## config.mk

```make
export PLATFORM = sky130hd
export DESIGN_NAME = wave_chunk_stream_parser
export DESIGN_NICKNAME = d
export VERILOG_FILES = /design/src/rtl/core/wcsp_pkg.sv /design/src/rtl/core/wcsp_div.sv /design/src/rtl/core/wcsp_dp.sv /design/src/rtl/core/wcsp_ctrl.sv /design/src/rtl/core/wave_chunk_stream_parser.sv
export SDC_FILE = /design/constraint.sdc
export NUM_CORES = 1
export LEC_CHECK = 0
export ABC_AREA = 1
export BUFFER_PORTS_ARGS = -buffer_cell sky130_fd_sc_hd__buf_2
export CAP_MARGIN = 30
export CORE_ASPECT_RATIO = 0.9
export CORE_MARGIN = 8
export CORE_UTILIZATION = 55
export CTS_CLUSTER_SIZE = 16
export DETAILED_ROUTE_END_ITERATION = 8
export PLACE_DENSITY_LB_ADDON = 0.2
export SYNTH_ARGS = -nofsm -noshare
export SYNTH_HDL_FRONTEND = slang
export SYNTH_SLANG_ARGS = --single-unit
```

## constraint.sdc

```tcl
create_clock -name clk -period 4.05 [get_ports clk]
set_input_delay 0.81 -clock clk [delete_from_list [all_inputs] [get_ports clk]]
set_output_delay 0.81 -clock clk [all_outputs]
set_load 0.1 [all_outputs]
```

## src/rtl/core/wcsp_pkg.sv

```systemverilog
// Shared types and constants of the wave chunk stream parser.
package wcsp_pkg;

	// Chunk ids and the RIFF form type, little-endian as assembled
	localparam logic [31:0] TAG_WAVE = 32'h45564157;
	localparam logic [31:0] TAG_RIFF = 32'h46464952;
	localparam logic [31:0] TAG_FMT  = 32'h20746d66;
	localparam logic [31:0] TAG_DATA = 32'h61746164;

	// Result kinds
	localparam logic [1:0] KIND_AUDIO  = 2'd0;
	localparam logic [1:0] KIND_FORMAT = 2'd1;
	localparam logic [1:0] KIND_DATA   = 2'd2;
	localparam logic [1:0] KIND_ERROR  = 2'd3;

	// Error codes
	localparam logic [1:0] ERR_NONE     = 2'd0;
	localparam logic [1:0] ERR_BAD_WAVE = 2'd1;
	localparam logic [1:0] ERR_ZERO_DIV = 2'd2;

	// Sample format codes
	localparam logic [2:0] FMT_UNKNOWN = 3'd0;
	localparam logic [2:0] FMT_S8      = 3'd1;
	localparam logic [2:0] FMT_S16     = 3'd2;
	localparam logic [2:0] FMT_S24     = 3'd3;
	localparam logic [2:0] FMT_S32     = 3'd4;
	localparam logic [2:0] FMT_FLOAT32 = 3'd5;

	// Format tags in the fmt chunk
	localparam logic [15:0] WAVE_FMT_PCM   = 16'd1;
	localparam logic [15:0] WAVE_FMT_FLOAT = 16'd3;

	// Byte positions within each parse phase
	localparam logic [4:0] TAG_BYTES = 5'd4;
	localparam logic [4:0] HDR_LAST  = 5'd7;
	localparam logic [4:0] WAVE_LAST = 5'd3;
	localparam logic [4:0] FMT_LAST  = 5'd15;
	localparam logic [31:0] FMT_BYTES = 32'd16;

	// Divider geometry: 32-bit size over a 13-bit bytes-per-sample
	localparam int DIVIDEND_W = 32;
	localparam int DIVISOR_W  = 13;
	localparam logic [4:0] DIV_LAST = 5'd31;

	typedef enum logic [2:0] {
		PH_HEADER,
		PH_WAVE,
		PH_FMT,
		PH_SKIP,
		PH_AUDIO,
		PH_HALT,
		PH_DIVIDE
	} phase_t;

	// Datapath to controller
	typedef struct packed {
		logic [4:0] count;
		logic       tag_riff;
		logic       tag_fmt;
		logic       tag_data;
		logic       wave_ok;
		logic       len_zero;
		logic       len_gt16;
		logic       skip_last;
		logic       div_zero;
		logic       div_done;
		logic       out_free;
	} dp_status_t;

	// Controller to datapath
	typedef struct packed {
		logic       cnt_inc;
		logic       cnt_clr;
		logic       tag_shift;
		logic       len_shift;
		logic       fmt_shift;
		logic       fmt_commit;
		logic       skip_from_len;
		logic       skip_from_fmt;
		logic       skip_dec;
		logic       div_start;
		logic       out_load;
		logic [1:0] out_kind;
		logic [1:0] out_err;
	} dp_cmd_t;

endpackage

```

## src/rtl/core/wcsp_div.sv

```systemverilog
// Restoring divider, one quotient bit per cycle, for the sample count.
module wcsp_div (
	input  logic                            clk,
	input  logic                            arst_n,
	input  logic                            start,
	input  logic [wcsp_pkg::DIVIDEND_W-1:0] dividend,
	input  logic [wcsp_pkg::DIVISOR_W-1:0]  divisor,
	output logic                            done,
	output logic [wcsp_pkg::DIVIDEND_W-1:0] quotient
);
	import wcsp_pkg::*;

	logic                  busy_q;
	logic                  done_q;
	logic [4:0]            step_q;
	logic [DIVISOR_W-1:0]  rem_q;
	logic [DIVISOR_W-1:0]  dvs_q;
	logic [DIVIDEND_W-1:0] quo_q;
	logic [DIVISOR_W:0]    rem_sh;
	logic [DIVISOR_W:0]    rem_diff;
	logic                  q_bit;
	logic [DIVISOR_W-1:0]  rem_next;

	// One trial subtraction per step
	always_comb begin
		rem_sh   = {rem_q, quo_q[DIVIDEND_W-1]};
		rem_diff = rem_sh - {1'b0, dvs_q};
		q_bit    = (rem_sh >= {1'b0, dvs_q});
		rem_next = q_bit ? rem_diff[DIVISOR_W-1:0] : rem_sh[DIVISOR_W-1:0];
	end

	// Step control
	always_ff @(posedge clk or negedge arst_n) begin
		if (!arst_n) begin
			busy_q <= 1'b0;
			done_q <= 1'b0;
			step_q <= '0;
		end else begin
			done_q <= busy_q && (step_q == DIV_LAST);
			if (start) begin
				busy_q <= 1'b1;
				step_q <= '0;
			end else if (busy_q) begin
				step_q <= step_q + 5'd1;
				if (step_q == DIV_LAST) begin
					busy_q <= 1'b0;
				end
			end
		end
	end

	// Remainder and dividend/quotient shift register
	always_ff @(posedge clk) begin
		if (start) begin
			rem_q <= '0;
			dvs_q <= divisor;
			quo_q <= dividend;
		end else if (busy_q) begin
			rem_q <= rem_next;
			quo_q <= {quo_q[DIVIDEND_W-2:0], q_bit};
		end
	end

	assign done     = done_q;
	assign quotient = quo_q;

endmodule

```

## src/rtl/core/wcsp_dp.sv

```systemverilog
// Datapath: byte counter, chunk registers, format store, divider and result register.
module wcsp_dp (
	input  logic                 clk,
	input  logic                 arst_n,
	input  logic [7:0]           stream_byte,
	input  logic                 out_ready,
	input  wcsp_pkg::dp_cmd_t    cmd,
	output wcsp_pkg::dp_status_t status,
	output logic                 out_valid,
	output logic [1:0]           result_kind,
	output logic [7:0]           audio_byte,
	output logic [2:0]           sample_format,
	output logic [15:0]          channel_count,
	output logic [31:0]          sample_rate,
	output logic [15:0]          sample_bits,
	output logic [31:0]          total_samples,
	output logic [1:0]           error_code
);
	import wcsp_pkg::*;

	logic [4:0]   count_q;
	logic [31:0]  tag_q;
	logic [31:0]  len_q;
	logic [31:0]  skip_q;
	logic [127:0] fmt_q;
	logic [2:0]   format_q;
	logic [15:0]  chan_q;
	logic [31:0]  rate_q;
	logic [15:0]  bits_q;
	logic         out_valid_q;
	logic [1:0]   kind_q;
	logic [7:0]   audio_q;
	logic [31:0]  total_q;
	logic [1:0]   err_q;

	logic [31:0]  next_tag;
	logic [31:0]  next_len;
	logic [127:0] next_fmt;
	logic [15:0]  new_bits;
	logic [2:0]   code_d;
	logic         div_done;
	logic [31:0]  quotient;

	// Little-endian assembly: the new byte enters at the top
	assign next_tag = {stream_byte, tag_q[31:8]};
	assign next_len = {stream_byte, len_q[31:8]};
	assign next_fmt = {stream_byte, fmt_q[127:8]};
	assign new_bits = next_fmt[127:112];

	// Format code decode; unknown combinations keep the previous code
	always_comb begin
		code_d = format_q;
		if (next_fmt[15:0] == WAVE_FMT_PCM) begin
			unique case (new_bits)
				16'd8:   code_d = FMT_S8;
				16'd16:  code_d = FMT_S16;
				16'd24:  code_d = FMT_S24;
				16'd32:  code_d = FMT_S32;
				default: code_d = format_q;
			endcase
		end else if (next_fmt[15:0] == WAVE_FMT_FLOAT) begin
			code_d = FMT_FLOAT32;
		end
	end

	// Parser control registers
	always_ff @(posedge clk or negedge arst_n) begin
		if (!arst_n) begin
			count_q  <= '0;
			tag_q    <= '0;
			len_q    <= '0;
			skip_q   <= '0;
			format_q <= FMT_UNKNOWN;
			chan_q   <= '0;
			rate_q   <= '0;
			bits_q   <= '0;
		end else begin
			if (cmd.cnt_clr) begin
				count_q <= '0;
			end else if (cmd.cnt_inc) begin
				count_q <= count_q + 5'd1;
			end
			if (cmd.tag_shift) begin
				tag_q <= next_tag;
			end
			if (cmd.len_shift) begin
				len_q <= next_len;
			end
			if (cmd.skip_from_len) begin
				skip_q <= next_len;
			end else if (cmd.skip_from_fmt) begin
				skip_q <= len_q - FMT_BYTES;
			end else if (cmd.skip_dec && (skip_q != '0)) begin
				skip_q <= skip_q - 32'd1;
			end
			if (cmd.fmt_commit) begin
				format_q <= code_d;
				chan_q   <= next_fmt[31:16];
				rate_q   <= next_fmt[63:32];
				bits_q   <= new_bits;
			end
		end
	end

	// Format byte store, decoded only once all 16 bytes are in
	always_ff @(posedge clk) begin
		if (cmd.fmt_shift) begin
			fmt_q <= next_fmt;
		end
	end

	// Bytes per sample is bits / 8
	wcsp_div u_div (
		.clk      (clk),
		.arst_n   (arst_n),
		.start    (cmd.div_start),
		.dividend (next_len),
		.divisor  (bits_q[15:3]),
		.done     (div_done),
		.quotient (quotient)
	);

	// Result register: holds a beat until the receiver takes it
	always_ff @(posedge clk or negedge arst_n) begin
		if (!arst_n) begin
			out_valid_q <= 1'b0;
		end else if (cmd.out_load) begin
			out_valid_q <= 1'b1;
		end else if (out_ready) begin
			out_valid_q <= 1'b0;
		end
	end

	always_ff @(posedge clk) begin
		if (cmd.out_load) begin
			kind_q  <= cmd.out_kind;
			err_q   <= cmd.out_err;
			audio_q <= (cmd.out_kind == KIND_AUDIO) ? stream_byte : 8'd0;
			total_q <= (cmd.out_kind == KIND_DATA) ? quotient : 32'd0;
		end
	end

	// Status toward the controller
	always_comb begin
		status.count     = count_q;
		status.tag_riff  = (tag_q == TAG_RIFF);
		status.tag_fmt   = (tag_q == TAG_FMT);
		status.tag_data  = (tag_q == TAG_DATA);
		status.wave_ok   = (next_tag == TAG_WAVE);
		status.len_zero  = (next_len == '0);
		status.len_gt16  = (len_q > FMT_BYTES);
		status.skip_last = (skip_q <= 32'd1);
		status.div_zero  = (bits_q[15:3] == '0);
		status.div_done  = div_done;
		status.out_free  = !out_valid_q || out_ready;
	end

	assign out_valid     = out_valid_q;
	assign result_kind   = kind_q;
	assign audio_byte    = audio_q;
	assign total_samples = total_q;
	assign error_code    = err_q;
	assign sample_format = format_q;
	assign channel_count = chan_q;
	assign sample_rate   = rate_q;
	assign sample_bits   = bits_q;

endmodule

```

## src/rtl/core/wcsp_ctrl.sv

```systemverilog
// Controller: parse phase state machine that steers the datapath.
module wcsp_ctrl (
	input  logic                 clk,
	input  logic                 arst_n,
	input  logic                 in_valid,
	output logic                 in_ready,
	input  wcsp_pkg::dp_status_t status,
	output wcsp_pkg::dp_cmd_t    cmd
);
	import wcsp_pkg::*;

	phase_t state_q;
	phase_t state_d;
	logic   accept;

	// Input stalls during the divide and while a result beat waits
	assign in_ready = (state_q != PH_DIVIDE) && status.out_free;
	assign accept   = in_valid && in_ready;

	// State register
	always_ff @(posedge clk or negedge arst_n) begin
		if (!arst_n) begin
			state_q <= PH_HEADER;
		end else begin
			state_q <= state_d;
		end
	end

	// Next state
	always_comb begin
		state_d = state_q;
		unique case (state_q)
			PH_HEADER: begin
				if (accept && (status.count == HDR_LAST)) begin
					priority if (status.tag_riff) begin
						state_d = PH_WAVE;
					end else if (status.tag_fmt) begin
						state_d = PH_FMT;
					end else if (status.tag_data) begin
						state_d = status.div_zero ? PH_HALT : PH_DIVIDE;
					end else begin
						state_d = status.len_zero ? PH_HEADER : PH_SKIP;
					end
				end
			end
			PH_WAVE: begin
				if (accept && (status.count == WAVE_LAST)) begin
					state_d = status.wave_ok ? PH_HEADER : PH_HALT;
				end
			end
			PH_FMT: begin
				if (accept && (status.count == FMT_LAST)) begin
					state_d = status.len_gt16 ? PH_SKIP : PH_HEADER;
				end
			end
			PH_SKIP: begin
				if (accept && status.skip_last) begin
					state_d = PH_HEADER;
				end
			end
			PH_DIVIDE: begin
				if (status.div_done) begin
					state_d = PH_AUDIO;
				end
			end
			PH_AUDIO: state_d = PH_AUDIO;
			PH_HALT:  state_d = PH_HALT;
			default:  state_d = PH_HEADER;
		endcase
	end

	// Datapath commands
	always_comb begin
		cmd = '0;
		unique case (state_q)
			PH_HEADER: begin
				if (accept) begin
					if (status.count < TAG_BYTES) begin
						cmd.tag_shift = 1'b1;
					end else begin
						cmd.len_shift = 1'b1;
					end
					if (status.count == HDR_LAST) begin
						cmd.cnt_clr = 1'b1;
						priority if (status.tag_riff || status.tag_fmt) begin
							cmd.cnt_clr = 1'b1;
						end else if (status.tag_data) begin
							if (status.div_zero) begin
								cmd.out_load = 1'b1;
								cmd.out_kind = KIND_ERROR;
								cmd.out_err  = ERR_ZERO_DIV;
							end else begin
								cmd.div_start = 1'b1;
							end
						end else begin
							cmd.skip_from_len = 1'b1;
						end
					end else begin
						cmd.cnt_inc = 1'b1;
					end
				end
			end
			PH_WAVE: begin
				if (accept) begin
					cmd.tag_shift = 1'b1;
					if (status.count == WAVE_LAST) begin
						cmd.cnt_clr = 1'b1;
						if (!status.wave_ok) begin
							cmd.out_load = 1'b1;
							cmd.out_kind = KIND_ERROR;
							cmd.out_err  = ERR_BAD_WAVE;
						end
					end else begin
						cmd.cnt_inc = 1'b1;
					end
				end
			end
			PH_FMT: begin
				if (accept) begin
					cmd.fmt_shift = 1'b1;
					if (status.count == FMT_LAST) begin
						cmd.cnt_clr       = 1'b1;
						cmd.fmt_commit    = 1'b1;
						cmd.skip_from_fmt = status.len_gt16;
						cmd.out_load      = 1'b1;
						cmd.out_kind      = KIND_FORMAT;
						cmd.out_err       = ERR_NONE;
					end else begin
						cmd.cnt_inc = 1'b1;
					end
				end
			end
			PH_SKIP: begin
				cmd.skip_dec = accept;
			end
			PH_DIVIDE: begin
				if (status.div_done) begin
					cmd.out_load = 1'b1;
					cmd.out_kind = KIND_DATA;
					cmd.out_err  = ERR_NONE;
				end
			end
			PH_AUDIO: begin
				if (accept) begin
					cmd.out_load = 1'b1;
					cmd.out_kind = KIND_AUDIO;
					cmd.out_err  = ERR_NONE;
				end
			end
			PH_HALT: cmd = '0;
			default: cmd = '0;
		endcase
	end

endmodule

```

## src/rtl/core/wave_chunk_stream_parser.sv

```systemverilog
// Top level of the wave chunk stream parser: controller plus datapath.
// Input channel: one file byte per beat on stream_byte (in_valid / in_ready).
// Output channel: one result beat (out_valid / out_ready) carrying result_kind,
// audio_byte, the held format fields, total_samples and error_code.
// A byte that yields a result shows it on the output register in the cycle
// after acceptance. Header, tag, format and skipped bytes mostly yield no beat.
// The data chunk header is the exception: its size goes through a restoring
// divider that retires one quotient bit a cycle, so in_ready stays low while
// it runs and the data beat appears when it is done.
// After the data header every byte returns as an audio beat, one per cycle unless stalled.
// A result beat waits in the output register while out_ready is low, and
// in_ready drops until it is taken, so nothing is lost or repeated.
// After an error beat the block keeps accepting bytes and drops them.
// Asynchronous reset (arst_n low) returns the parser to the chunk header phase
// with all held format values at zero and the output empty.
module wave_chunk_stream_parser (
	input  logic        clk,
	input  logic        arst_n,
	input  logic        in_valid,
	output logic        in_ready,
	input  logic [7:0]  stream_byte,
	output logic        out_valid,
	input  logic        out_ready,
	output logic [1:0]  result_kind,
	output logic [7:0]  audio_byte,
	output logic [2:0]  sample_format,
	output logic [15:0] channel_count,
	output logic [31:0] sample_rate,
	output logic [15:0] sample_bits,
	output logic [31:0] total_samples,
	output logic [1:0]  error_code
);
	import wcsp_pkg::*;

	dp_status_t status;
	dp_cmd_t    cmd;

	wcsp_ctrl u_ctrl (
		.clk      (clk),
		.arst_n   (arst_n),
		.in_valid (in_valid),
		.in_ready (in_ready),
		.status   (status),
		.cmd      (cmd)
	);

	wcsp_dp u_dp (
		.clk           (clk),
		.arst_n        (arst_n),
		.stream_byte   (stream_byte),
		.out_ready     (out_ready),
		.cmd           (cmd),
		.status        (status),
		.out_valid     (out_valid),
		.result_kind   (result_kind),
		.audio_byte    (audio_byte),
		.sample_format (sample_format),
		.channel_count (channel_count),
		.sample_rate   (sample_rate),
		.sample_bits   (sample_bits),
		.total_samples (total_samples),
		.error_code    (error_code)
	);

endmodule

```

# Word-level counts from Yosys, hierarchy flattened
# Index checks and enable logic that the tools add are counted.
# Widths: inputs -> output; s select.
# totals
ff_bits,409
word_cells,152
input_bits,12
# op_classes
eq_ne,28
order_cmp,4
n_reduce_logical,23
add_sub_neg,5
n_mux,71
# op_table
cell,n
$mux 32,5
$eq 32x31->1 const B,3
$mux 5,12
$mux 3,12
$eq 16x5->1 const B,2
$eq 32x30->1 const B,1
$gt 32x5->1 const B,1
$le 32x1->1 const B,1
$logic_not 32->1,1
$reduce_bool 32->1,1
$sub 32x1->32 const B,1
$sub 32x5->32 const B,1
$mux 1,25
$pmux 5 s5,1
$mux 6,4
$pmux 3 s7,1
$eq 16x1->1 const B,1
$eq 16x2->1 const B,1
$eq 16x4->1 const B,1
$eq 16x6->1 const B,1
$ge 14x13->1,1
$logic_not 13->1,1
$mux 13,1
$sub 13x13->13,1
other kinds (27),51

# Longest topological paths before layout
# Gate-level depths: netlist of the first run.
# depth
depth_word,9
ltp_mapped,13
mapped_depth_nobuf,13

# Cells and area by module
# From an unflattened synthesis of the first run, not the netlist that was laid out.
# hier_totals
cells_unflattened,2129
area_unflattened_um2,18685.4
# by_module_without_submodules
mod,area_each_um2,cells_each,seq_area_each_um2,n_inst
wcsp_dp,14465.1,1577,9153.8,1
wcsp_div,3659.8,447,1786.7,1
wcsp_ctrl,560.5,105,75.1,1

# Worst setup path after synthesis of the first run
# OpenSTA, ideal clock, no wires.
# synth_timing
kind,reg2reg
start,reg u_dp.out_valid_q (netlist: u_dp.out_valid)
end,reg u_dp.fmt_q[100] (enable)
path_stages_with_launch,6
arrival_time_ns,3.738
setup_time_ns,0.473
path_buffers,0
path_slack_ns,-0.161
required_time_ns,3.577
cell_sequence,dfrtp_1 -> nand2_1 -> nand3_4 -> inv_1 -> nand2_1 -> inv_1
# synth_rtl
item,line_no,rtl
"start, declared",wcsp_dp.sv:30,logic out_valid_q;
"start signal, assigned",wcsp_dp.sv:126,out_valid_q <= 1'b0;
"start signal, assigned",wcsp_dp.sv:128,out_valid_q <= 1'b1;
"start signal, assigned",wcsp_dp.sv:130,out_valid_q <= 1'b0;
"end signal, assigned",wcsp_dp.sv:108,fmt_q <= next_fmt;
"end, declared",wcsp_dp.sv:25,logic [127:0] fmt_q;

# Worst setup path in the final report of the first run
# layout_timing
start,reg u_dp.u_div.quo_q[31] (netlist: u_dp.u_div.quotient[31])
end,reg u_dp.u_div.rem_q[3]
# layout_via
elab_chain_len,2
word_cells_on_any_way,3
# layout_rtl
item,line_no,rtl
"start, declared",wcsp_div.sv:18,logic [DIVIDEND_W-1:0] quo_q;
"start signal, assigned",wcsp_div.sv:57,quo_q <= dividend;
"start signal, assigned",wcsp_div.sv:60,"quo_q <= {quo_q[DIVIDEND_W-2:0], q_bit};"
$sub 13x13->13 / $ge 14x13->1 (equally long branches),"wcsp_div.sv:27, wcsp_div.sv:28",
$mux 13 *,wcsp_div.sv:29,rem_next = q_bit ? rem_diff[DIVISOR_W-1:0] : rem_sh[DIVISOR_W-1:0];
"end signal, assigned",wcsp_div.sv:59,rem_q <= rem_next;
"end, declared",wcsp_div.sv:16,logic [DIVISOR_W-1:0] rem_q;
# Every way passes the cells marked *; elsewhere a longest branch is shown, timed or not.
# A chain may end at the register's enable or synchronous reset.

==> results.json, run 1 <==
{
  "synth_common_cells": "sky130_fd_sc_hd__nand2_1, sky130_fd_sc_hd__nor2_1, sky130_fd_sc_hd__edfxtp_1",
  "report.final.slew_viol_count": 0,
  "post_cts.repair.setup_buffers": 0,
  "power_leakage_nw": 10.1,
  "core_sq_um": 33600,
  "worst-slew-pin-transition_ps": 994,
  "routed-via-count": 14800,
  "netlist.top_cell.by_area": "sky130_fd_sc_hd__edfxtp_1",
  "tritoncts_clock_tree": "done",
  "hold-worst-slack_ps": 313,
  "fp_rows": 64,
  "synth_most_common_cell": "sky130_fd_sc_hd__nand2_1",
  "clockBufferDepth": 3,
  "cp.required_ps": 4470,
  "syn_to_final_growth_pct": 13.5,
  "timing.final.crit_period_ps": 2830,
  "effective_utilization_at_floorplan_pct": 55.3,
  "critical_path_class": "reg2reg",
  "timing.slew.headroom_pct": 33.6,
  "routed_wire_length_per_instance_microns": 19.0,
  "track_usage_pct": 25.4,
  "grt_max_degree": 80,
  "postSynth.topFlopCell": "sky130_fd_sc_hd__edfxtp_1",
  "synth.avg_cell_area_sq_um": 8.93,
  "antenna_violations_before_repair": 1,
  "grt_overflow_total": 0,
  "final-hold-violation-count": 0,
  "startpoint_type": "flip-flop",
  "fin_nets": 2235,
  "syn_area_sq_um": 18600,
  "drt_drc_violations_left": 0,
  "antennaDiodeCount": 0,
  "synth-seq-area-share_pct": 59.2,
  "vdd_ir_drop_max_mv": 0.263,
  "synth.distinct_cells": 45,
  "holdCritPathClass": "in2async",
  "drive_gt1_share_pct": 10.7,
  "io_pins": 125,
  "fin_tns_setup_ps": 0,
  "grt_pass1_wl_mm": 80.1,
  "grt_pass1_vias": 14100,
  "worst_ep_arrival_time_ps": 3250,
  "die_width_microns": 210,
  "setup.worst_path.end_class": "flip-flop",
  "crit_path_max_fanout": 17,
  "synthesis.instances": 2082,
  "portBuffers": 124,
  "max_freq_ghz": 0.354,
  "cts_hold_buffers": 0,
  "drt_wl_total_mm": 50.5,
  "clock-sinks": 401,
  "avgViaCountPerCell": 5.56,
  "max_cap_viol_count": 0,
  "clkLatencyLatePin_ps": 550,
  "yosysTopAreaCellShare_pct": 33.7,
  "cts-htree-levels": 2,
  "antenna_violating_nets_post_route": 0,
  "synth-edff-count": 209,
  "drtPass1Iterations": 7,
  "cts_repair_resize_count": 0,
  "cts.reportedPaths.clkPinSlew_ps": 60,
  "mappedNetlistNets": 2117,
  "synthesis_warnings": 0,
  "globalplace.congestion": 0.964,
  "finalSetupViolCount": 0,
  "run_status": "complete, no violations",
  "dpl.hpwl_mm": 36.4,
  "ys_ff_latch": 401,
  "period_share_pct": 69.8,
  "numCtsBuffers": 42,
  "postSynth.asyncResetShare_pct": 44.6,
  "die_y_microns": 190,
  "cts_root_buf": "sky130_fd_sc_hd__clkbuf_16",
  "detail_route.iter0.violations": 1614,
  "ys_top_cells_by_area": "sky130_fd_sc_hd__edfxtp_1, sky130_fd_sc_hd__dfrtp_1, sky130_fd_sc_hd__nand2_1",
  "rr_worst_depth": 12,
  "power_density_nw_per_um2": 407,
  "timing.clock.skew_ps": 24.7,
  "rsz0062_at_grt": "no",
  "die_area_sq_um": 40000
}
[critical path, cell delays in order, from the launching register on]
cell	delay, ps
sky130_fd_sc_hd__edfxtp_1	330
sky130_fd_sc_hd__inv_1	90
sky130_fd_sc_hd__ha_1	260
sky130_fd_sc_hd__fa_1	420
sky130_fd_sc_hd__nor2_1	180
sky130_fd_sc_hd__nor2_1	110
sky130_fd_sc_hd__o21ai_1	250
sky130_fd_sc_hd__nand3_1	280
sky130_fd_sc_hd__nand3_1	260
sky130_fd_sc_hd__buf_4	270
sky130_fd_sc_hd__a21oi_1	90
sky130_fd_sc_hd__nand3b_1	120
sky130_fd_sc_hd__nand2_1	70
[where the power goes]
part	total [mW]	internal, mW	switching [mW]
Sequential	4.31	4.30	0.0102
Clock	3.96	2.40	1.56
Combinational	0.316	0.0301	0.286
[final timing paths]
| path | to | startpoint | slack, ps |
|---|---|---|---|
| setup / recovery | u_dp.u_div.rem_q[3]$_SDFFE_PP0P_ | u_dp.u_div.quotient[31]$_DFFE_PP_ | 1220 |
| hold / removal | u_dp.sample_bits[1]$_DFFE_PN0P_ | arst_n | 310 |
| setup reg to reg | u_dp.u_div.rem_q[3]$_SDFFE_PP0P_ | u_dp.u_div.quotient[31]$_DFFE_PP_ | 1220 |
| hold reg to reg | u_dp.fmt_q[70]$_DFFE_PP_ | u_dp.fmt_q[78]$_DFFE_PP_ | 420 |
| max in group asynchronous | u_dp.len_q[25]$_DFFE_PN0P_ | arst_n | 2680 |
| min in group clk | u_dp.fmt_q[70]$_DFFE_PP_ | u_dp.fmt_q[78]$_DFFE_PP_ | 420 |
[area by class of cell]
cell class	instances	area (sq um)
Fill cell	2807	12500
Sequential cell	401	11000
Multi-Input combinational cell	1413	6560
Clock buffer	65	1300
Timing Repair Buffer	145	822
Inverter	197	743
Tap cell	429	537
Clock inverter	12	141
[cells in the final DEF, fill, tap and decap left out, types with 25 or more instances in the layout]
cell type                   count
sky130_fd_sc_hd__nor2_1       250
sky130_fd_sc_hd__nand3_1      141
sky130_fd_sc_hd__nor3_1        25
sky130_fd_sc_hd__nand2_1      641
sky130_fd_sc_hd__edfxtp_1     209
sky130_fd_sc_hd__inv_1        193
sky130_fd_sc_hd__clkbuf_16     44
sky130_fd_sc_hd__buf_2        123
sky130_fd_sc_hd__nand4_1       84
sky130_fd_sc_hd__dfrtp_1      179
sky130_fd_sc_hd__o21ai_0      132
[routing by layer]
layer | vias up | share of wire, % | wire [microns] | track usage, %
li1 | 7098 | - | - | -
met1 | 6995 | 47 | 23600 | 38.5
met2 | 621 | 41 | 20900 | 35.8
met3 | 89 | 9.2 | 4630 | 6.06
met4 | 0 | 2.6 | 1330 | 7.64
met5 | - | 0 | 0 | 0
[sequential cells by signal, summed over array words and instances, names as in the netlist]
register and flops:
u_dp.audio_byte 8, u_dp.channel_count 16, u_dp.u_div.done 1, u_dp.out_valid 1, u_dp.total_samples 32, u_dp.count_q 5
u_dp.u_div.step_q 5, u_dp.sample_rate 32, u_dp.u_div.dvs_q 13, u_dp.len_q 32, u_ctrl.state_q 3, u_dp.result_kind 2
u_dp.sample_bits 16, u_dp.error_code 2, u_dp.u_div.busy_q 1, u_dp.skip_q 32, u_dp.u_div.rem_q 13, u_dp.tag_q 32
u_dp.u_div.quotient 32, u_dp.sample_format 3, u_dp.fmt_q 120
[per-stage QoR]
| step | area [sq um] | util [%] | instances | setup slack [ps] | total power, mW |
|---|---|---|---|---|---|
| 3_5_place_dp | 19700 | 58.5 | 2585 | 943 | 4.71 |
| 6_report | 21100 | 62.8 | 2662 | 1220 | 8.58 |
| 2_1_floorplan | 18600 | - | 2082 | 301 | 4.60 |
| 5_1_grt | 21100 | 62.8 | 2662 | 947 | 8.83 |
| 4_1_cts | 21100 | 62.8 | 2662 | 1250 | 8.66 |
| 3_3_place_gp | 19700 | 58.5 | 2585 | 932 | 4.71 |
[cells by family (layout without fill, tap and decap cells)]
family	after synthesis	count (layout)	synth area share, %
flops	401	401	59.2
fa+ha+maj	23	23	1.59
mux	1	1	0.0605
buf+inv	268	419	5.64
simple gates	1176	1176	26.9
compound gates	177	177	4.94
xor+xnor	36	36	1.70
(Power assumes the default switching activity.)
==> run 2, diff against run 1 <==
ABC_AREA = 0   (was 1)
clock period = 2.5 ns   (was 4.05 ns; I/O delays follow)
==> run 2 against run 1 <==
  * The flow now finishes with violations (setup timing)
  * Fmax decreased by 3.7%
  * Clock power is 54% higher
  * Register-to-register slack got worse by 1700 ps
  * Core utilization grew 8.9 points
  * Sequential share of layout area down 3.6 points
  * Area after synthesis fell by 5.5%
  * Clock skew increased by 15 ps
  * Critical path type unchanged
  * Highest routed layer unchanged
==> results.json, run 2 <==
{
  "layout.cells.most_common_list": "sky130_fd_sc_hd__nand2_1, sky130_fd_sc_hd__edfxtp_1, sky130_fd_sc_hd__buf_4",
  "cts_root_buf": "sky130_fd_sc_hd__clkbuf_16",
  "totalPowerFinal_mw": 24.8,
  "detail_route.iter0.violations": 1194,
  "worst_r2r_startpoint": "u_dp.skip_q[27]$_DFFE_PN0P_",
  "globalplace.congestion": 0.939,
  "critPathBufInv": 2,
  "run_status": "finished, violations left",
  "vdd_ir_drop_max_mv": 0.871,
  "worst-slew-pin-transition_ps": 776,
  "cts-htree-levels": 2,
  "p_switching_mw": 9.14,
  "synth-seq-area-share_pct": 62.6,
  "cts.reportedPaths.clkPinSlew_ps": 60,
  "power_leakage_nw": 9.70,
  "proportion_of_power_drawn_by_flip_flops_and_latches_pct": 37.5,
  "max_cap_viol_count": 0,
  "timing.final.ws_setup_ps": -437,
  "clkLatencyLatePin_ps": 550,
  "synthesized_area_fraction_occupied_by_ao_oa_aoi_and_oai_cells_pct": 8.25,
  "drt_wl_total_mm": 46.6,
  "startpoint_type": "flip-flop",
  "synth-xor-area-share_pct": 3.09,
  "core_sq_um": 31700,
  "syn_area_sq_um": 17600,
  "effective_utilization_at_floorplan_pct": 55.4,
  "critPathMostFrequentCell": "sky130_fd_sc_hd__or4_4",
  "grt_pass1_vias": 12900,
  "worst_hold_startpoint": "stream_byte[0]",
  "violations": "setup timing",
  "antenna_violating_nets_post_route": 0,
  "numCtsBuffers": 40,
  "critPathLaunch": "u_dp.skip_q[27]$_DFFE_PN0P_",
  "timing.slew.headroom_pct": 47.6,
  "crit_chain": "or4_4 > or4_4 > or4_4 > o2111a_2 > a211oi_4 > buf_12 > buf_12 > a21oi_1 > a2bb2oi_1",
  "netlist.top_cell.by_area": "sky130_fd_sc_hd__edfxtp_1",
  "power_frac_clock_pct": 24.6,
  "fin_nets": 1866,
  "synthesis.instances": 1483,
  "setup.worst_path.end_class": "flip-flop",
  "holdCritPathClass": "in2reg",
  "critical_path_class": "reg2reg",
  "die_width_microns": 204,
  "synthAdderAreaFrac_pct": 1.68,
  "syn_to_final_growth_pct": 29.3,
  "mappedNetlistNets": 1518,
  "fp_rows": 62,
  "synth_top_family_by_area": "simple AND/OR/NAND/NOR gates",
  "power_density_nw_per_um2": 1090,
  "drt_drc_violations_left": 0,
  "synth.avg_cell_area_sq_um": 11.9,
  "synth_common_cells": "sky130_fd_sc_hd__nand2_1, sky130_fd_sc_hd__edfxtp_1, sky130_fd_sc_hd__dfrtp_1",
  "layout.cell_area.non_filler_sq_um": 22700,
  "timing.clock.skew_ps": 39.8,
  "hold-worst-slack_ps": 393,
  "fillcell_total": 2098,
  "yosysTopAreaCellShare_pct": 35.7,
  "cp_slowest_stage_delay_ps": 540,
  "hold_path_depth": 2,
  "clockBufferDepth": 3,
  "rr_worst_depth": 9,
  "report.final.slew_viol_count": 0,
  "worst_ep_arrival_time_ps": 3370,
  "timing.final.crit_period_ps": 2940,
  "place_worst_setup_slack_ps": -562,
  "clock-sinks": 401,
  "grt_max_degree": 66,
  "final-hold-violation-count": 0,
  "tritoncts_clock_tree": "done",
  "grt_pass1_wl_mm": 72.3,
  "routed-via-count": 13100,
  "power_report.internal_total_mw": 15.6,
  "rsz0062_at_grt": "yes",
  "avgViaCountPerCell": 5.76,
  "cpLargestDelayFamily": "simple AND/OR/NAND/NOR gates",
  "drtPass1Iterations": 7,
  "crit_path_max_fanout": 11,
  "die_area_sq_um": 38000,
  "post_synth_mux_area_share_pct": 4.77,
  "synth-edff-count": 209,
  "critical_path_depth": 9,
  "period_share_pct": 117,
  "postSynth.asyncResetShare_pct": 44.6,
  "dpl.hpwl_mm": 31.0,
  "synth.distinct_cells": 86,
  "ys_top_cells_by_area": "sky130_fd_sc_hd__edfxtp_1, sky130_fd_sc_hd__dfrtp_1, sky130_fd_sc_hd__nand2_1",
  "antenna_violations_before_repair": 1,
  "synth_most_common_cell": "sky130_fd_sc_hd__nand2_1",
  "drive_gt1_share_pct": 34.0,
  "synthesis_warnings": 0,
  "die_y_microns": 186,
  "comb_power_share_pct": 37.9,
  "max_freq_ghz": 0.340,
  "cp.required_ps": 2930,
  "ys_ff_latch": 401,
  "routed_wire_length_per_instance_microns": 20.4,
  "track_usage_pct": 24.2,
  "critical_path.slowest_cell": "sky130_fd_sc_hd__or4_4",
  "largest_register_ff_count": 120,
  "portBuffers": 124,
  "layout.cells.most_common": "sky130_fd_sc_hd__nand2_1",
  "io_pins": 125,
  "grt_overflow_total": 0,
  "finalSetupViolCount": 122,
  "detailed_place.area_sq_um": 20400,
  "top_register_by_number_of_flip_flops": "u_dp.fmt_q",
  "swShare_pct": 36.9,
  "synth_simple_gate_area_share_pct": 16.9,
  "postSynth.topFlopCell": "sky130_fd_sc_hd__edfxtp_1"
}
-- run 2: cell count changes after synthesis, moves of 26 or more --
cell / previous run / this run
sky130_fd_sc_hd__nand3_1: 144 / 16
sky130_fd_sc_hd__inv_1: 194 / 31
sky130_fd_sc_hd__nand4_1: 84 / 10
sky130_fd_sc_hd__nand2_1: 641 / 340
sky130_fd_sc_hd__xnor2_1: 13 / 39
sky130_fd_sc_hd__o21ai_0: 132 / 25
sky130_fd_sc_hd__and2_1: 2 / 41
sky130_fd_sc_hd__mux2_2: 1 / 63
sky130_fd_sc_hd__nor2_1: 250 / 62
-- run 2: metrics by stage --
step | cells | utilization, % | setup TNS [ps]
3_3_place_gp | 2163 | 64.3 | -25180
3_5_place_dp | 2163 | 64.3 | -33500
4_1_cts | 2271 | 70.4 | -17610
2_1_floorplan | 1483 | - | -110890
5_1_grt | 2280 | 71.7 | -30930
6_report | 2280 | 71.7 | -17710
-- run 2: power by group through the flow --
| stage | Clock (mW) | Combinational, mW | Sequential, mW |
|---|---|---|---|
| global placement | 0 | 8.64 | 9.27 |
| global route | 6.46 | 9.93 | 9.43 |
| detailed placement | 0 | 8.77 | 9.32 |
| floorplan | 0 | 3.43 | 11.5 |
| finish | 6.10 | 9.39 | 9.30 |
| CTS | 6.20 | 9.20 | 9.24 |
-- run 2: worst paths after layout --
kind	endpoint	slack (ps)
worst max-delay path	u_dp.skip_q[24]$_DFFE_PN0P_	-440
worst min register to register	u_dp.fmt_q[87]$_DFFE_PP_	400
worst max register to register	u_dp.skip_q[24]$_DFFE_PN0P_	-440
worst min-delay path	u_dp.fmt_q[120]$_DFFE_PP_	390
max in group asynchronous	u_dp.len_q[4]$_DFFE_PN0P_	1280
min in group asynchronous	u_dp.sample_bits[2]$_DFFE_PN0P_	500
-- run 2: layer usage --
layer  global-route usage, %  vias up  part of all wire, %
met3                    5.20       91                  9.1
met1                    34.9     6522                   44
met5                       0        -                    0
met4                    6.45        0                  2.3
li1                        -     6018                    -
met2                    36.7      503                   45
-- run 2: cell families after synthesis --
logic type | count (synthesis)
multiplexers | 76
AO/OA/AOI/OAI | 192
adder cells (fa/ha/maj) | 23
buffers and inverters | 105
AND/OR/NAND/NOR | 624
flip-flops | 401
XOR/XNOR | 62
-- run 2: final cells by class --
cell class / instances / area, sq um / share of cell area [%]
well taps: 416 / 520 / 2.29
inverters: 31 / 116 / 0.512
clock buffers: 56 / 1130 / 4.98
multi-input cells: 980 / 6720 / 29.5
flip-flops and latches: 401 / 11000 / 48.5
clock inverters: 18 / 214 / 0.941
diodes: 1 / 2.50 / 0.0110
repair buffers: 377 / 3010 / 13.2
-- run 2: what timing repair did --
action | CTS | global route
hold buffers | 1 | 0
hold endpoints to repair | 27 | 0
gates cloned | 7 | 3
resized for setup | 55 | 77
setup endpoints to repair | 183 | 185
pin swaps | 11 | 46
setup buffers | 27 | 15
==> run 3, diff against run 2 <==
PLACE_DENSITY = 0.78   (was not set)
PLACE_DENSITY_LB_ADDON = not set   (was 0.2)
==> run 3 against run 2 <==
  * Clock skew is 9.9 ps lower
  * Count of clock-buffer cells in the layout is 2 higher
  * Non-clock buffer count is 2 higher
  * Setup slack worse by 27 ps
  * Global-route usage is 0.55 points higher
  * Sequential power hardly changed
  * Wire length is 8.7% higher
  * The run still ends with setup timing left
  * Critical path type unchanged
  * Sequential share of layout area is 0.73 points lower
  * Largest cell class unchanged
  * First-iteration DRC count is 14% higher
  * Largest power group unchanged
  * Register-to-register slack worse by 30 ps
==> results.json, run 3 (synthesized netlist as in run 2, its figures left out) <==
{
  "die_area_sq_um": 38000,
  "startpoint_type": "flip-flop",
  "routed_wire_length_per_instance_microns": 22.2,
  "routed-via-count": 13600,
  "worst-slew-pin-transition_ps": 999,
  "fin_nets": 1869,
  "die_y_microns": 186,
  "clockBufferDepth": 3,
  "rr_worst_depth": 9,
  "cts-htree-levels": 2,
  "timing.clock.skew_ps": 29.9,
  "detail_route.iter0.violations": 1361,
  "fp_rows": 62,
  "fillcell_total": 1947,
  "layout.cells.most_common_list": "sky130_fd_sc_hd__nand2_1, sky130_fd_sc_hd__edfxtp_1, sky130_fd_sc_hd__buf_4",
  "top_register_by_number_of_flip_flops": "u_dp.fmt_q",
  "setup.worst_path.end_class": "flip-flop",
  "drtPass1Iterations": 5,
  "drt_wl_total_mm": 50.7,
  "critPathLaunch": "u_dp.skip_q[27]$_DFFE_PN0P_",
  "max_cap_viol_count": 0,
  "largest_register_ff_count": 120,
  "worst_r2r_startpoint": "u_dp.skip_q[27]$_DFFE_PN0P_",
  "effective_utilization_at_floorplan_pct": 55.4,
  "avgViaCountPerCell": 5.96,
  "drive_gt1_share_pct": 37.9,
  "timing.slew.headroom_pct": 32.5,
  "antenna_violations_before_repair": 2,
  "clkLatencyLatePin_ps": 550,
  "grt_pass1_vias": 13100,
  "final_cells": 2283,
  "grt_overflow_total": 0,
  "worst_ep_arrival_time_ps": 3430,
  "layout.cells.most_common": "sky130_fd_sc_hd__nand2_1",
  "timing.final.crit_period_ps": 2960,
  "portBuffers": 124,
  "track_usage_pct": 24.7,
  "power_leakage_nw": 9.78,
  "timing.final.ws_setup_ps": -464,
  "antenna_violating_nets_post_route": 0,
  "io_pins": 125,
  "crit-reg2reg-capture": "u_dp.skip_q[26]$_DFFE_PN0P_",
  "holdCritPathClass": "in2reg",
  "report.final.slew_viol_count": 0,
  "dpl.hpwl_mm": 31.7,
  "sequential_standard_cell_area_sq_um": 11000,
  "multi_input_area_sq_um": 7000,
  "cp.required_ps": 2970,
  "final-hold-violation-count": 0,
  "setup_slack_reg_to_reg_ps": -460,
  "worstSetupEndpoint": "u_dp.skip_q[26]$_DFFE_PN0P_",
  "grt_pass1_wl_mm": 73.6,
  "period_share_pct": 119,
  "core_sq_um": 31700,
  "critical_path_class": "reg2reg",
  "cts.reportedPaths.clkPinSlew_ps": 60,
  "syn_to_final_growth_pct": 31.3,
  "numCtsBuffers": 40,
  "grt_max_degree": 66,
  "power_density_nw_per_um2": 1070,
  "detailed_place.area_sq_um": 20300,
  "globalplace.congestion": 0.977,
  "tritoncts_clock_tree": "done",
  "finalSetupViolCount": 145,
  "layout.cell_area.non_filler_sq_um": 23100,
  "dp_cells": 2154,
  "violations": "setup timing",
  "rsz0062_at_grt": "yes",
  "drt_drc_violations_left": 0,
  "run_status": "finished, violations left",
  "die_width_microns": 204,
  "max_freq_ghz": 0.337,
  "vdd_ir_drop_max_mv": 0.901,
  "crit_path_max_fanout": 9,
  "clock-sinks": 401,
  "cts_root_buf": "sky130_fd_sc_hd__clkbuf_16"
}
[run 3: cell types whose count changed in the layout (fill, tap and decap cells not counted), sizes merged]
cell	before	now
bufinv	4	1
clkinvlp	1	2
buf	375	372
and3	5	6
inv	32	33
clkinv	12	11
clkbuf	57	64
[run 3: critical path: stages, from the launching register on]
cell and delay, ps:
sky130_fd_sc_hd__dfrtp_1 380, sky130_fd_sc_hd__or4_4 540, sky130_fd_sc_hd__or4_4 450, sky130_fd_sc_hd__or4_4 440, sky130_fd_sc_hd__o2111a_2 300, sky130_fd_sc_hd__a211oi_4 230
sky130_fd_sc_hd__buf_6 190, sky130_fd_sc_hd__buf_8 150, sky130_fd_sc_hd__a21oi_1 50, sky130_fd_sc_hd__a2bb2oi_1 160
[run 3: stage by stage]
stage,TNS (ps),utilization (%),hold WS (ps),power [mW],setup slack [ps]
after floorplan,-110890,-,204,14.9,-738
after global placement,-32040,64.1,400,17.7,-369
after detailed placement,-44510,64.1,405,18.0,-470
after CTS,-20860,70.5,288,24.3,-399
after global routing,-35780,72.8,303,25.5,-500
final,-25670,72.8,301,24.7,-464
[run 3: worst min-delay path by stage]
stage / startpoint / endpoint / slack, ps / depth (start not counted)
final: stream_byte[6] / u_dp.tag_q[30]$_DFFE_PN0P_ / 300 / 2
after floorplan: arst_n / u_ctrl.state_q[0]$_DFFE_PN0P_ / 200 / 0
after global routing: stream_byte[6] / u_dp.tag_q[30]$_DFFE_PN0P_ / 300 / 2
after detailed placement: u_dp.fmt_q[112]$_DFFE_PP_ / u_dp.fmt_q[104]$_DFFE_PP_ / 400 / 0
after global placement: u_dp.fmt_q[103]$_DFFE_PP_ / u_dp.fmt_q[95]$_DFFE_PP_ / 400 / 0
after CTS: stream_byte[6] / u_dp.tag_q[30]$_DFFE_PN0P_ / 290 / 2
[run 3: what timing repair did]
action	in CTS	in global routing
hold buffers	1	0
gates cloned	7	9
endpoints found under the setup margin	187	220
pin swaps	23	78
setup buffers	31	17
resized for setup	80	135
hold endpoints to repair	37	0
[run 3: routing by layer]
metal	wire, microns	track usage [%]	vias to the layer above	part of all wire (%)
li1	-	-	6022	-
met1	20600	34.2	6767	41
met5	0	0	-	0
met2	24100	38.9	692	47
met4	1810	9.04	0	3.6
met3	4200	4.37	123	8.3
[run 3: layout make-up]
type | instances | share of cell area (%)
Clock buffer | 58 | 4.97
Clock inverter | 16 | 0.601
Inverter | 31 | 0.515
Timing Repair Buffer | 379 | 13.5
Sequential cell | 401 | 47.8
Tap cell | 416 | 2.25
Multi-Input combinational cell | 981 | 30.3
Antenna cell | 1 | 0.0108
[run 3: power by group]
| part | leakage [nW] | switching (mW) | total [mW] | internal [mW] |
|---|---|---|---|---|
| Combinational | 4.95 | 5.85 | 9.46 | 3.61 |
| Clock | 0.628 | 2.55 | 5.87 | 3.33 |
| Sequential | 4.21 | 0.940 | 9.33 | 8.39 |
